<file path="src/rtl/amic_pkg.sv">
package amic_pkg;

  // Width of each candidate value.
  localparam int VALUE_BITS = 16;
  // Divisor sum accumulator: sigma(n) stays below 16 * n for any value here.
  localparam int SUM_BITS   = VALUE_BITS + 4;
  // Divider step counter.
  localparam int STEP_BITS  = (VALUE_BITS > 2) ? $clog2(VALUE_BITS) : 1;

endpackage

</file>
<file path="src/rtl/amicable_pair_check.sv">
// Channel   Ports                         Transaction
// --------  ----------------------------  ----------------------------------------
// command   start, busy,                  taken at an edge with start high and busy
//           first_value, second_value     low
// result    done, is_amicable             done high for one cycle; always taken
//
// Sequence: each candidate divisor d passes through the shared restoring divider
// (load, one quotient bit per cycle, evaluate). A value n runs d = 1 ..
// floor(sqrt(n)) + 1 and then a compare step; a zero value goes straight to
// the compare. When a search ends, busy drops in the same cycle that done rises.
// A mismatch on the first sum drops the second search.
// Equal values report in the cycle after the transaction, without a search.
// Reset: rst is synchronous; it returns the sequencer to idle and clears done.
// Stalls: none on the result side; done is held for exactly one cycle.
module amicable_pair_check (
  input  logic                             clk,
  input  logic                             rst,
  input  logic                             start,
  output logic                             busy,
  input  logic [amic_pkg::VALUE_BITS-1:0]  first_value,
  input  logic [amic_pkg::VALUE_BITS-1:0]  second_value,
  output logic                             done,
  output logic                             is_amicable
);
  import amic_pkg::*;

  typedef enum logic [2:0] {
    IDLE,
    SETUP,
    DIV,
    EVAL,
    FINISH
  } state_t;

  state_t                 state;

  // Held operands of the transaction.
  logic [VALUE_BITS-1:0]  x;
  logic [VALUE_BITS-1:0]  y;
  // Which operand is being summed: 0 first, 1 second.
  logic                   sel;
  // Value under test and current trial divisor.
  logic [VALUE_BITS-1:0]  n;
  logic [VALUE_BITS-1:0]  d;
  // Restoring divider: partial remainder, quotient / shifting dividend, step count.
  logic [VALUE_BITS-1:0]  rem;
  logic [VALUE_BITS-1:0]  quo;
  logic [STEP_BITS-1:0]   cnt;
  // Running sum of all divisors of n (n itself included).
  logic [SUM_BITS-1:0]    sum;

  logic [VALUE_BITS:0]    shifted;
  logic [VALUE_BITS:0]    diff;
  logic                   borrow;
  logic [VALUE_BITS-1:0]  cof_add;
  logic [SUM_BITS-1:0]    sum_next;
  logic [SUM_BITS-1:0]    proper;
  logic [VALUE_BITS-1:0]  other;
  logic                   sum_hit;

  assign busy = (state != IDLE);

  // One divider step: shift in the next dividend bit, try to subtract d.
  assign shifted = {rem, quo[VALUE_BITS-1]};
  assign diff    = shifted - {1'b0, d};
  assign borrow  = diff[VALUE_BITS];

  // A divisor d pairs with its cofactor n/d; add the cofactor once when it differs.
  assign cof_add  = (quo != d) ? quo : '0;
  assign sum_next = sum + SUM_BITS'(d) + SUM_BITS'(cof_add);

  // Proper divisor sum drops n itself; compare against the other operand.
  assign proper  = sum - SUM_BITS'(n);
  assign other   = sel ? x : y;
  assign sum_hit = (proper == SUM_BITS'(other));

  always_ff @(posedge clk) begin
    if (rst) begin
      state <= IDLE;
      done  <= 1'b0;
    end else begin
      done <= 1'b0;
      unique case (state)
        IDLE: begin
          if (start) begin
            x <= first_value;
            y <= second_value;
            if (first_value == second_value) begin
              // Equal values never qualify: report at once.
              done        <= 1'b1;
              is_amicable <= 1'b0;
            end else begin
              sel   <= 1'b0;
              n     <= first_value;
              d     <= VALUE_BITS'(1);
              sum   <= '0;
              state <= SETUP;
            end
          end
        end
        SETUP: begin
          // Zero has no divisors: its sum stays empty.
          if (n == '0) begin
            state <= FINISH;
          end else begin
            rem   <= '0;
            quo   <= n;
            cnt   <= '0;
            state <= DIV;
          end
        end
        DIV: begin
          rem <= borrow ? shifted[VALUE_BITS-1:0] : diff[VALUE_BITS-1:0];
          quo <= {quo[VALUE_BITS-2:0], ~borrow};
          cnt <= cnt + STEP_BITS'(1);
          if (cnt == STEP_BITS'(VALUE_BITS - 1)) begin
            state <= EVAL;
          end
        end
        EVAL: begin
          // n/d < d means d*d > n: every divisor pair has been seen.
          if (quo < d) begin
            state <= FINISH;
          end else begin
            if (rem == '0) begin
              sum <= sum_next;
            end
            d     <= d + VALUE_BITS'(1);
            state <= SETUP;
          end
        end
        FINISH: begin
          if (!sel && sum_hit) begin
            // First sum matches: advance to the second operand.
            sel   <= 1'b1;
            n     <= y;
            d     <= VALUE_BITS'(1);
            sum   <= '0;
            state <= SETUP;
          end else begin
            // Either a mismatch on the first sum (drop the rest) or the final check.
            done        <= 1'b1;
            is_amicable <= sel & sum_hit;
            state       <= IDLE;
          end
        end
        default: begin
          state <= IDLE;
        end
      endcase
    end
  end

endmodule

</file>
<file path="config.mk">
export PLATFORM = sky130hd
export DESIGN_NAME = amicable_pair_check
export DESIGN_NICKNAME = d
export VERILOG_FILES = /design/src/rtl/amic_pkg.sv /design/src/rtl/amicable_pair_check.sv
export SDC_FILE = /design/constraint.sdc
export NUM_CORES = 1
export LEC_CHECK = 0
export BUFFER_PORTS_ARGS = -buffer_cell sky130_fd_sc_hd__buf_2
export CAP_MARGIN = 20
export CORE_ASPECT_RATIO = 0.9
export CORE_MARGIN = 1.5
export CORE_UTILIZATION = 55
export DETAILED_ROUTE_END_ITERATION = 8
export PLACE_DENSITY = 0.78
export SETUP_SLACK_MARGIN = 0.15
export SLEW_MARGIN = 20
export SYNTH_ARGS = -nofsm -noshare
export SYNTH_HDL_FRONTEND = slang
export SYNTH_SLANG_ARGS = --single-unit
</file>
<file path="constraint.sdc">
create_clock -name clk -period 8.1 [get_ports clk]
set_clock_uncertainty 0.2 [all_clocks]
set_input_delay 1.62 -clock clk [delete_from_list [all_inputs] [get_ports clk]]
set_output_delay 1.62 -clock clk [all_outputs]
set_load 0.02 [all_outputs]
</file>
==> results of run 1 <==
## power breakdown
part	internal (mW)	switching [mW]
combinational	0.872	1.21
clock	0.422	0.367
sequential	0.924	0.141
## area by class of cell
type,count,area (um2)
tap,211,264
clock inverter,15,191
clock buffer,17,425
multi-input combinational,696,5340
fill,1347,6380
inverter,48,180
timing repair buffer,46,253
sequential,126,3740
## cell usage after synthesis (all sizes together) (3+ instances only)
cell type,number
o21a,11
nor4,17
inv,47
and3,12
nor2,87
nand2,40
a211oi,13
mux2,33
o22ai,4
edfxtp,122
nor3,24
nor2b,10
dfxtp,4
a21o,14
o211ai,7
o221ai,6
clkbuf,17
a31oi,12
and2,25
xnor2,64
nand2b,9
a21boi,5
nand3,25
nand4,14
a21oi,40
o21ai,30
xor2,18
o2111ai,4
mux2i,31
ha,66
a211o,4
a2111oi,3
o2111a,3
or3,8
o31ai,5
or2,7
buf,8
fa,19
## cells by family (layout without fill, tap and decap cells)
group / after synthesis / count (layout) / share of synthesized area (%)
AND/OR/NAND/NOR: 290 / 290 / 15.7
multiplexers: 64 / 64 / 7.41
adder cells (fa/ha/maj): 85 / 85 / 12.9
XOR/XNOR: 83 / 83 / 8.06
AO/OA/AOI/OAI: 174 / 174 / 12.6
buffers and inverters: 73 / 126 / 3.39
flip-flops: 126 / 126 / 39.9
## metal layers
metal	vias to the layer above	GRT usage, %
met2	224	42.6
met1	3516	38.5
li1	3408	-
met3	22	5.51
met4	0	6.56
met5	-	0
## worst max-delay path: stages (launching register included)
cell,delay [ns]
edfxtp_1,0.52
inv_1,0.11
ha_1,0.32
nand4_1,0.09
nor3_1,0.28
nand2_1,0.36
and2_1,0.30
fa_1,0.45
ha_1,0.26
fa_1,0.42
a21o_1,0.18
a21oi_1,0.35
o211ai_1,0.21
a31o_2,0.27
o41ai_1,0.39
o21ai_0,0.22
nand3_1,0.14
xnor2_1,0.12
nor2_1,0.05
## metrics by stage
| stage | setup slack [ns] | utilization (%) |
|---|---|---|
| floorplan | 2.16 | - |
| global placement | 2.87 | 58.3 |
| detailed placement | 2.74 | 58.3 |
| CTS | 2.67 | 61.9 |
| global route | 2.29 | 61.9 |
| finish | 2.59 | 61.9 |
## state kept, by name, summed over array words and instances (netlist names)
register and flops:
rem 16, quo 16, n 16, done 1, sel 1, d 16, is_amicable 1, x 16
cnt 4, y 16, state 3, sum 20
## worst max-delay path by stage
stage	endpoint	depth (start not counted)
6_report	sum[19]	18
3_5_place_dp	sum[19]	18
4_1_cts	sum[19]	18
5_1_grt	sum[19]	18
3_3_place_gp	sum[19]	18
2_1_floorplan	cnt[0]	1
==> impl_metrics.toml, run 1 <==
[critical_path]
cp_data_required_time_ns = 8.07
ff2ff_path_depth = 18
start_kind = "flop"
r2r_start = "d[1]"
cp-end-kind = "flop"
r2r_end = "sum[19]"
criticalPathCategory = "flop to flop"
r2r_slack_ns = 2.59
arrival_ns = 5.47
critPathLaunch = "d[1]"
cp_max_fo = 14

[finish]
drive_above_1_share_pct = 13.7
num_antenna_cells = 0
num-nets-final = 1055
final_cell_count_no_fill = 1159
area_growth_pct = 10.9
final_common_cell = "edfxtp_1"
final_cell_mix = "122 x edfxtp_1, 87 x nor2_1, 66 x ha_1, 61 x xnor2_1, 47 x inv_1"
final_area_um2 = 10400

[logic_synthesis]
syn_inst = 895
synth_edf_count = 122
synthTopCellsByArea = "edfxtp_1 39%, ha_1 8.8%, xnor2_1 5.8%"
ys_dominant_reg_cell = "edfxtp_1"
syn_area_um2 = 9370
synth_top_area_cell = "edfxtp_1"
synth_nets = 1015
postSynthAreaPerCell_um2 = 10.5
yosys_warnings = 0
async_reset_ff_share_pct = 0
synth_top_area_share_pct = 39.1
ys_seq_area_share_pct = 39.9
synth.distinct_cells = 69
ys_ff_latch = 126

[clocking]
cts-resized-gates = 0
cts_hold_buf = 0
htree_levels = 4
clock_tree.root_cell = "clkbuf_16"
insertion_delay_ns = 0.43
cts_buffer_depth = 2
numCtsBuffers = 17
clk_pin_slew_ns = 0.07
cts_tree = "built"
post_cts_buffers = 0
clock-sinks = 126

[floorplanning]
die_area_um2 = 17800
pin_count = 38
rows = 45
die_w_um = 141
start_util_pct = 55.9
die_h_um = 127
core_area_um2 = 16800

[power]
p_leak_nw = 4.03
power_density_nw_per_um2 = 378
peakVddDrop_uv = 308
power.total_mw = 3.93

[hold_path]
min-delay-start = "y[6]"
hold_class = "flop to flop"
min_to = "n[6]"
whs_path_depth = 1

[drt]
drc_errors = 0
wl_met3_um = 1590
routed_wl_um = 23300
wl_met1_um = 10800
dr.pass1.iters = 5
drtIter0Drc = 704
routed.top_layer = "met4"
drt-wirelength-per-cell_um = 20.1
vias = 7170
route.met2.wl_um = 10700
avgViaCountPerCell = 6.19
drtAntennaViolNets = 0

[place]
port_buffers = 37
dp.cells = 1127
place_area_um2 = 9780
dpl.hpwl_um = 17300
gp_congestion = 0.975

[run]
maxCapViolations = 0

[grt]
grt_first_pass_wirelength_um = 37000
first_global_vias = 6928
grtUsageTotal_pct = 27.0
grt_max_degree = 38
gr-total-overflow = 0
antenna_found_initial = 0

[sta]
timing.fmax_mhz = 182
setup-tns-final_ns = 0
fin_crit_sh_pct = 68.0
maxSlewHeadroom_pct = 32.5
finalMaxSlewViolations = 0
rsz0062_at_grt = "false"
hold_ws_ns = 0.382
finalHoldViolCount = 0
tightest_slew_ns = 1.01
final-setup-viol-count = 0
period_needed_ns = 5.51

[run_status]
status = "completed"
Power figures use the tool's default switching activity.
==> run 2, diff against run 1 <==
--- a/config.mk
+++ b/config.mk
@@ -5,13 +5,14 @@
 export SDC_FILE = /design/constraint.sdc
 export NUM_CORES = 1
 export LEC_CHECK = 0
+export ABC_AREA = 1
 export BUFFER_PORTS_ARGS = -buffer_cell sky130_fd_sc_hd__buf_2
 export CAP_MARGIN = 20
 export CORE_ASPECT_RATIO = 0.9
 export CORE_MARGIN = 1.5
 export CORE_UTILIZATION = 55
 export DETAILED_ROUTE_END_ITERATION = 8
-export PLACE_DENSITY = 0.78
+export PLACE_DENSITY = 0.81
 export SETUP_SLACK_MARGIN = 0.15
 export SLEW_MARGIN = 20
 export SYNTH_ARGS = -nofsm -noshare
==> constraint.sdc (replaced) <==
create_clock -name clk -period 4.8 [get_ports clk]
set_clock_uncertainty 0.2 [all_clocks]
set_input_delay 0.96 -clock clk [delete_from_list [all_inputs] [get_ports clk]]
set_output_delay 0.96 -clock clk [all_outputs]
set_load 0.02 [all_outputs]
==> impl_metrics.toml, run 2 <==
[grt]
grt_first_pass_wirelength_um = 38300
gr-total-overflow = 0
grtUsageTotal_pct = 27.7
grt_max_degree = 46
first_global_vias = 7713
antenna_found_initial = 0

[place]
gp_congestion = 0.963
dp.cells = 1422
pre_cts_ws_ns = 0.176
dpl.hpwl_um = 17700
port_buffers = 37

[drt]
drtIter0Drc = 828
vias = 8306
dr.pass1.iters = 5
drt-wirelength-per-cell_um = 16.3
drc_errors = 0
routed_wl_um = 23800
avgViaCountPerCell = 5.69
drtAntennaViolNets = 0

[clocking]
insertion_delay_ns = 0.43
cts_hold_buf = 0
clock_tree.root_cell = "clkbuf_16"
clock-sinks = 126
cts_buffer_depth = 2
htree_levels = 4
cts_tree = "built"
clk_pin_slew_ns = 0.06
numCtsBuffers = 17

[critical_path]
cp_max_fo = 10
criticalPathCategory = "flop to flop"
start_kind = "flop"
cp-end-kind = "flop"
path_cells = "inv_1 > ha_1 > nand4_1 > nor3_2 > nor3b_2 > buf_6 > nor2_1 > fa_1 > ha_1 > a21oi_2 > nand2_1 > nand2_1 > nand2_1 > a21oi_2 > o21ai_1 > a21oi_2 > o21bai_1 > nand3_1 > nand3_1 > nand2_1 > nor2_1"
cp_data_required_time_ns = 4.79
crit_path_frequent_cell = "nand2_1"
max_stage_delay_ns = 0.43
r2r_slack_ns = 0.44
critPathBufInv = 2
crit_path_top_delay_cell = "fa_1"
arrival_ns = 4.35
cp_top_family = "simple AND/OR/NAND/NOR gates"

[power]
peakVddDrop_uv = 339
p_leak_nw = 4.84
power_density_nw_per_um2 = 421

[hold_path]
hold_class = "flop to flop"

[run]
maxCapViolations = 0

[run_status]
status = "completed"

[logic_synthesis]
postSynthAreaPerCell_um2 = 7.94
ys_ff_latch = 126
syn_inst = 1182
ys_dominant_reg_cell = "edfxtp_1"
yosysMostFrequentCell = "nand2_1"
synth_edf_count = 122
synth_nets = 1302
synthTopCellsByArea = "edfxtp_1 39%, nand2_1 12%, ha_1 8.8%"
synth.distinct_cells = 47
syn_area_um2 = 9390
synth_top_area_share_pct = 39.0
async_reset_ff_share_pct = 0
yosys_warnings = 0
synth_top_area_cell = "edfxtp_1"
ys_seq_area_share_pct = 39.9
netlist_top_cells_count = "301 x nand2_1, 181 x inv_1, 122 x edfxtp_1, 104 x nor2_1, 86 x a21oi_1"

[floorplanning]
die_w_um = 141
die_h_um = 127
rows = 45
start_util_pct = 56.0
core_area_um2 = 16800
pin_count = 38
die_area_um2 = 17900

[finish]
num-nets-final = 1356
n_fill_cell = 1454
area_growth_pct = 11.8
num_antenna_cells = 0
final_util_pct = 62.6
regMostFlops = "sum"
final_common_cell = "nand2_1"
final_cell_count_no_fill = 1460
largest_register_ffs = 20
final_cell_mix = "300 x nand2_1, 181 x inv_1, 122 x edfxtp_1, 104 x nor2_1, 82 x a21oi_1"
drive_above_1_share_pct = 8.49

[sta]
period_needed_ns = 4.36
tightest_slew_ns = 0.710
final-setup-viol-count = 0
layout_setup_ws_ns = 0.443
timing.fmax_mhz = 230
finalHoldViolCount = 0
maxSlewHeadroom_pct = 52.2
finalMaxSlewViolations = 0
setup-tns-final_ns = 0
fin_crit_sh_pct = 90.8
rsz0062_at_grt = "false"
run 2: changes by cell type in the layout (fill, tap and decap cells not counted), sizes merged, moves of 19 or more:
cell   change
xnor2     -47
nor2      +19
o21ai     +54
nand2    +263
mux2i     -30
nand3     +30
mux2      -33
and2      -24
a21oi     +46
inv      +129
run 2: power breakdown:
group / internal, mW / switching [mW]
clock: 0.761 / 0.529
combinational: 0.568 / 1.09
sequential: 1.37 / 0.0981
total: 2.70 / 1.72
run 2: logic make-up after synthesis:
group	count (synthesis)	share of synthesized area [%]
and+or+nand+nor	530	23.8
AOI/OAI and AO/OA	200	11.6
xor gates and xnor gates	38	3.55
buffers and inverters	202	8.26
muxes	1	0.107
DFF	126	39.9
adders and majority gates	85	12.8
run 2: repair_timing:
item                                    CTS  global route
hold endpoints to repair                  0             0
buffers inserted                          0             6
resized for setup                         1            12
endpoints found under the setup margin    1            11
pin swaps                                 0             3
run 2: routing by layer:
metal | track usage, % | routed length (um) | up-vias
met5 | 0 | 0 | -
met4 | 8.64 | 397 | 0
met3 | 5.17 | 1860 | 44
met2 | 42.5 | 10700 | 348
met1 | 39.9 | 10800 | 3854
li1 | - | - | 4060
run 2: final timing paths:
check	start	to	cells after the start
worst max-delay path	d[13]	sum[16]	21
worst min-delay path	y[0]	n[0]	2
worst max register to register	d[13]	sum[16]	21
worst min register to register	y[0]	n[0]	2
run 2: through the flow:
stage	total power, mW	area (um2)	hold WS (ns)
2_1_floorplan	2.67	9390	0.314
3_5_place_dp	3.06	9830	0.352
5_1_grt	4.70	10500	0.397
4_1_cts	4.36	10400	0.365
6_report	4.42	10500	0.361
3_3_place_gp	3.03	9830	0.350
run 2: layout make-up:
class / count / area [um2] / share of cell area (%)
inverter: 184 / 691 / 6.58
clock inverter: 15 / 146 / 1.39
multi-input combinational: 854 / 4920 / 46.9
sequential: 126 / 3740 / 35.7
timing repair buffer: 53 / 309 / 2.94
tap: 211 / 264 / 2.51
clock buffer: 17 / 425 / 4.05
run 2: worst register-to-register path: cells and delay by family, from the launching register on:
| kind | cells | cell delay (ns) |
|---|---|---|
| DFF | 1 | 0.37 |
| buffers and inverters | 2 | 0.30 |
| and+or+nand+nor | 11 | 1.26 |
| adders and majority gates | 3 | 1.14 |
| AOI/OAI and AO/OA | 5 | 0.84 |
==> run 3, diff against run 2 <==
--- a/config.mk
+++ b/config.mk
@@ -5,7 +5,6 @@
 export SDC_FILE = /design/constraint.sdc
 export NUM_CORES = 1
 export LEC_CHECK = 0
-export ABC_AREA = 1
 export BUFFER_PORTS_ARGS = -buffer_cell sky130_fd_sc_hd__buf_2
 export CAP_MARGIN = 20
 export CORE_ASPECT_RATIO = 0.9
==> impl_metrics.toml, run 3 (synthesized netlist as in run 1, its figures left out) <==
[finish]
area_growth_pct = 13.4
drive_above_1_share_pct = 17.0
num-nets-final = 1082
n_fill_cell = 1294
largest_register_ffs = 20
num_antenna_cells = 0
final_cell_mix = "122 x edfxtp_1, 86 x nor2_1, 64 x ha_1, 61 x xnor2_1, 47 x inv_1"
final_common_cell = "edfxtp_1"
final_util_pct = 63.3
regMostFlops = "sum"

[critical_path]
path_cells = "ha_1 > nand4_1 > nor3_2 > nand2_1 > and2_1 > fa_1 > ha_1 > fa_2 > a21o_1 > a21oi_4 > o211ai_1 > a31o_2 > o41ai_4 > o21ai_1 > nand3_1 > xnor2_1 > nor2_1"
cp_data_required_time_ns = 4.78
max_stage_delay_ns = 0.45
cp-end-kind = "flop"
arrival_ns = 4.45
r2r_start = "quo[5]"
crit_path_frequent_cell = "ha_1"
cp_max_fo = 5
start_kind = "flop"
criticalPathCategory = "flop to flop"
critPathLaunch = "quo[5]"
ff2ff_path_depth = 17
crit_path_top_delay_cell = "fa_1"

[drt]
drc_errors = 0
drtIter0Drc = 751
drt-wirelength-per-cell_um = 20.0
avgViaCountPerCell = 6.19
routed_wl_um = 23700
drtAntennaViolNets = 0
dr.pass1.iters = 5
vias = 7342

[grt]
grtUsageTotal_pct = 27.8
antenna_found_initial = 0
grt_first_pass_wirelength_um = 37900
gr-total-overflow = 0
first_global_vias = 7077
grt_max_degree = 37

[run_status]
status = "completed"

[power]
p_leak_nw = 4.15
power.total_mw = 6.81
power_density_nw_per_um2 = 641
peakVddDrop_uv = 413

[clocking]
clock-sinks = 126
insertion_delay_ns = 0.44
cts_buffer_depth = 2
clock_tree.root_cell = "clkbuf_16"
numCtsBuffers = 17
cts_tree = "built"
clk_pin_slew_ns = 0.06
htree_levels = 4

[sta]
finalHoldViolCount = 0
maxSlewHeadroom_pct = 32.9
setup-tns-final_ns = 0
finalMaxSlewViolations = 0
fin_crit_sh_pct = 93.1
period_needed_ns = 4.47
rsz0062_at_grt = "true"
timing.fmax_mhz = 224
final-setup-viol-count = 0
tightest_slew_ns = 1.00

[floorplanning]
die_area_um2 = 17800
pin_count = 38
die_h_um = 127
die_w_um = 141
start_util_pct = 55.9
rows = 45
core_area_um2 = 16800

[place]
dpl.hpwl_um = 17900
port_buffers = 37
gp_congestion = 0.955

[hold_path]
hold_class = "flop to flop"
min-delay-start = "y[1]"
whs_path_depth = 1

[run]
maxCapViolations = 0
run 3: changes by cell type in the layout (fill, tap and decap cells not counted), sizes merged, moves of 12 or more:
cell / before / now
mux2: 0 / 33
and3: 0 / 12
inv: 185 / 58
nand3: 55 / 25
and2: 1 / 25
xnor2: 17 / 64
a21o: 2 / 14
nand2: 303 / 40
mux2i: 1 / 31
o21ai: 84 / 30
buf: 53 / 73
nor2: 106 / 87
a21oi: 86 / 40
run 3: power by group:
part / total (mW) / switching (mW) / leakage (nW) / internal (mW)
logic: 3.77 / 2.15 / 2.69 / 1.62
registers: 1.77 / 0.211 / 1.18 / 1.56
clock network: 1.27 / 0.581 / 0.284 / 0.690
total: 6.81 / 2.94 / 4.15 / 3.87
run 3: repair_timing:
action                                  in CTS  in global routing
cloned                                       0                  0
hold buffers                                 0                  0
gates resized for setup                      2                 10
pin swaps                                    0                  6
endpoints found under the setup margin       3                  6
buffers inserted                             0                  3
run 3: final timing paths:
kind | end | slack, ns
setup / recovery | sum[19] | 0.33
setup reg to reg | sum[19] | 0.33
hold reg to reg | n[1] | 0.38
hold / removal | n[1] | 0.38
run 3: routing by layer:
layer	global-route usage, %	part of all wire [%]
met1	38.8	44
met5	0	0
met3	8.19	8.6
met2	42.3	46
met4	7.97	1.3
run 3: worst max-delay path: cells and delay by family, from the launching register on:
family | cells | cell delay (ns)
DFF | 1 | 0.40
AOI/OAI and AO/OA | 6 | 1.24
and+or+nand+nor | 6 | 0.84
adders and majority gates | 4 | 1.41
xor gates and xnor gates | 1 | 0.12
run 3: layout make-up:
type | count | area, um2 | area share, %
multi-input cells | 696 | 5420 | 51.0
flip-flops and latches | 126 | 3740 | 35.2
repair buffers | 73 | 455 | 4.28
clock buffers | 17 | 425 | 4.00
well taps | 211 | 264 | 2.48
inverters | 48 | 180 | 1.70
clock inverters | 15 | 143 | 1.34
run 3: stage by stage:
| stage | cell area, um2 | setup WS [ns] | hold WS [ns] | std cells |
|---|---|---|---|---|
| finish | 10600 | 0.330 | 0.380 | 1186 |
| floorplan | 9380 | 0.260 | 0.350 | 895 |
| CTS | 10500 | 0.205 | 0.380 | 1183 |
| detailed placement | 9970 | 0.0411 | 0.364 | 1151 |
| global route | 10600 | 0.0689 | 0.411 | 1186 |
| global placement | 9970 | 0.138 | 0.361 | 1151 |
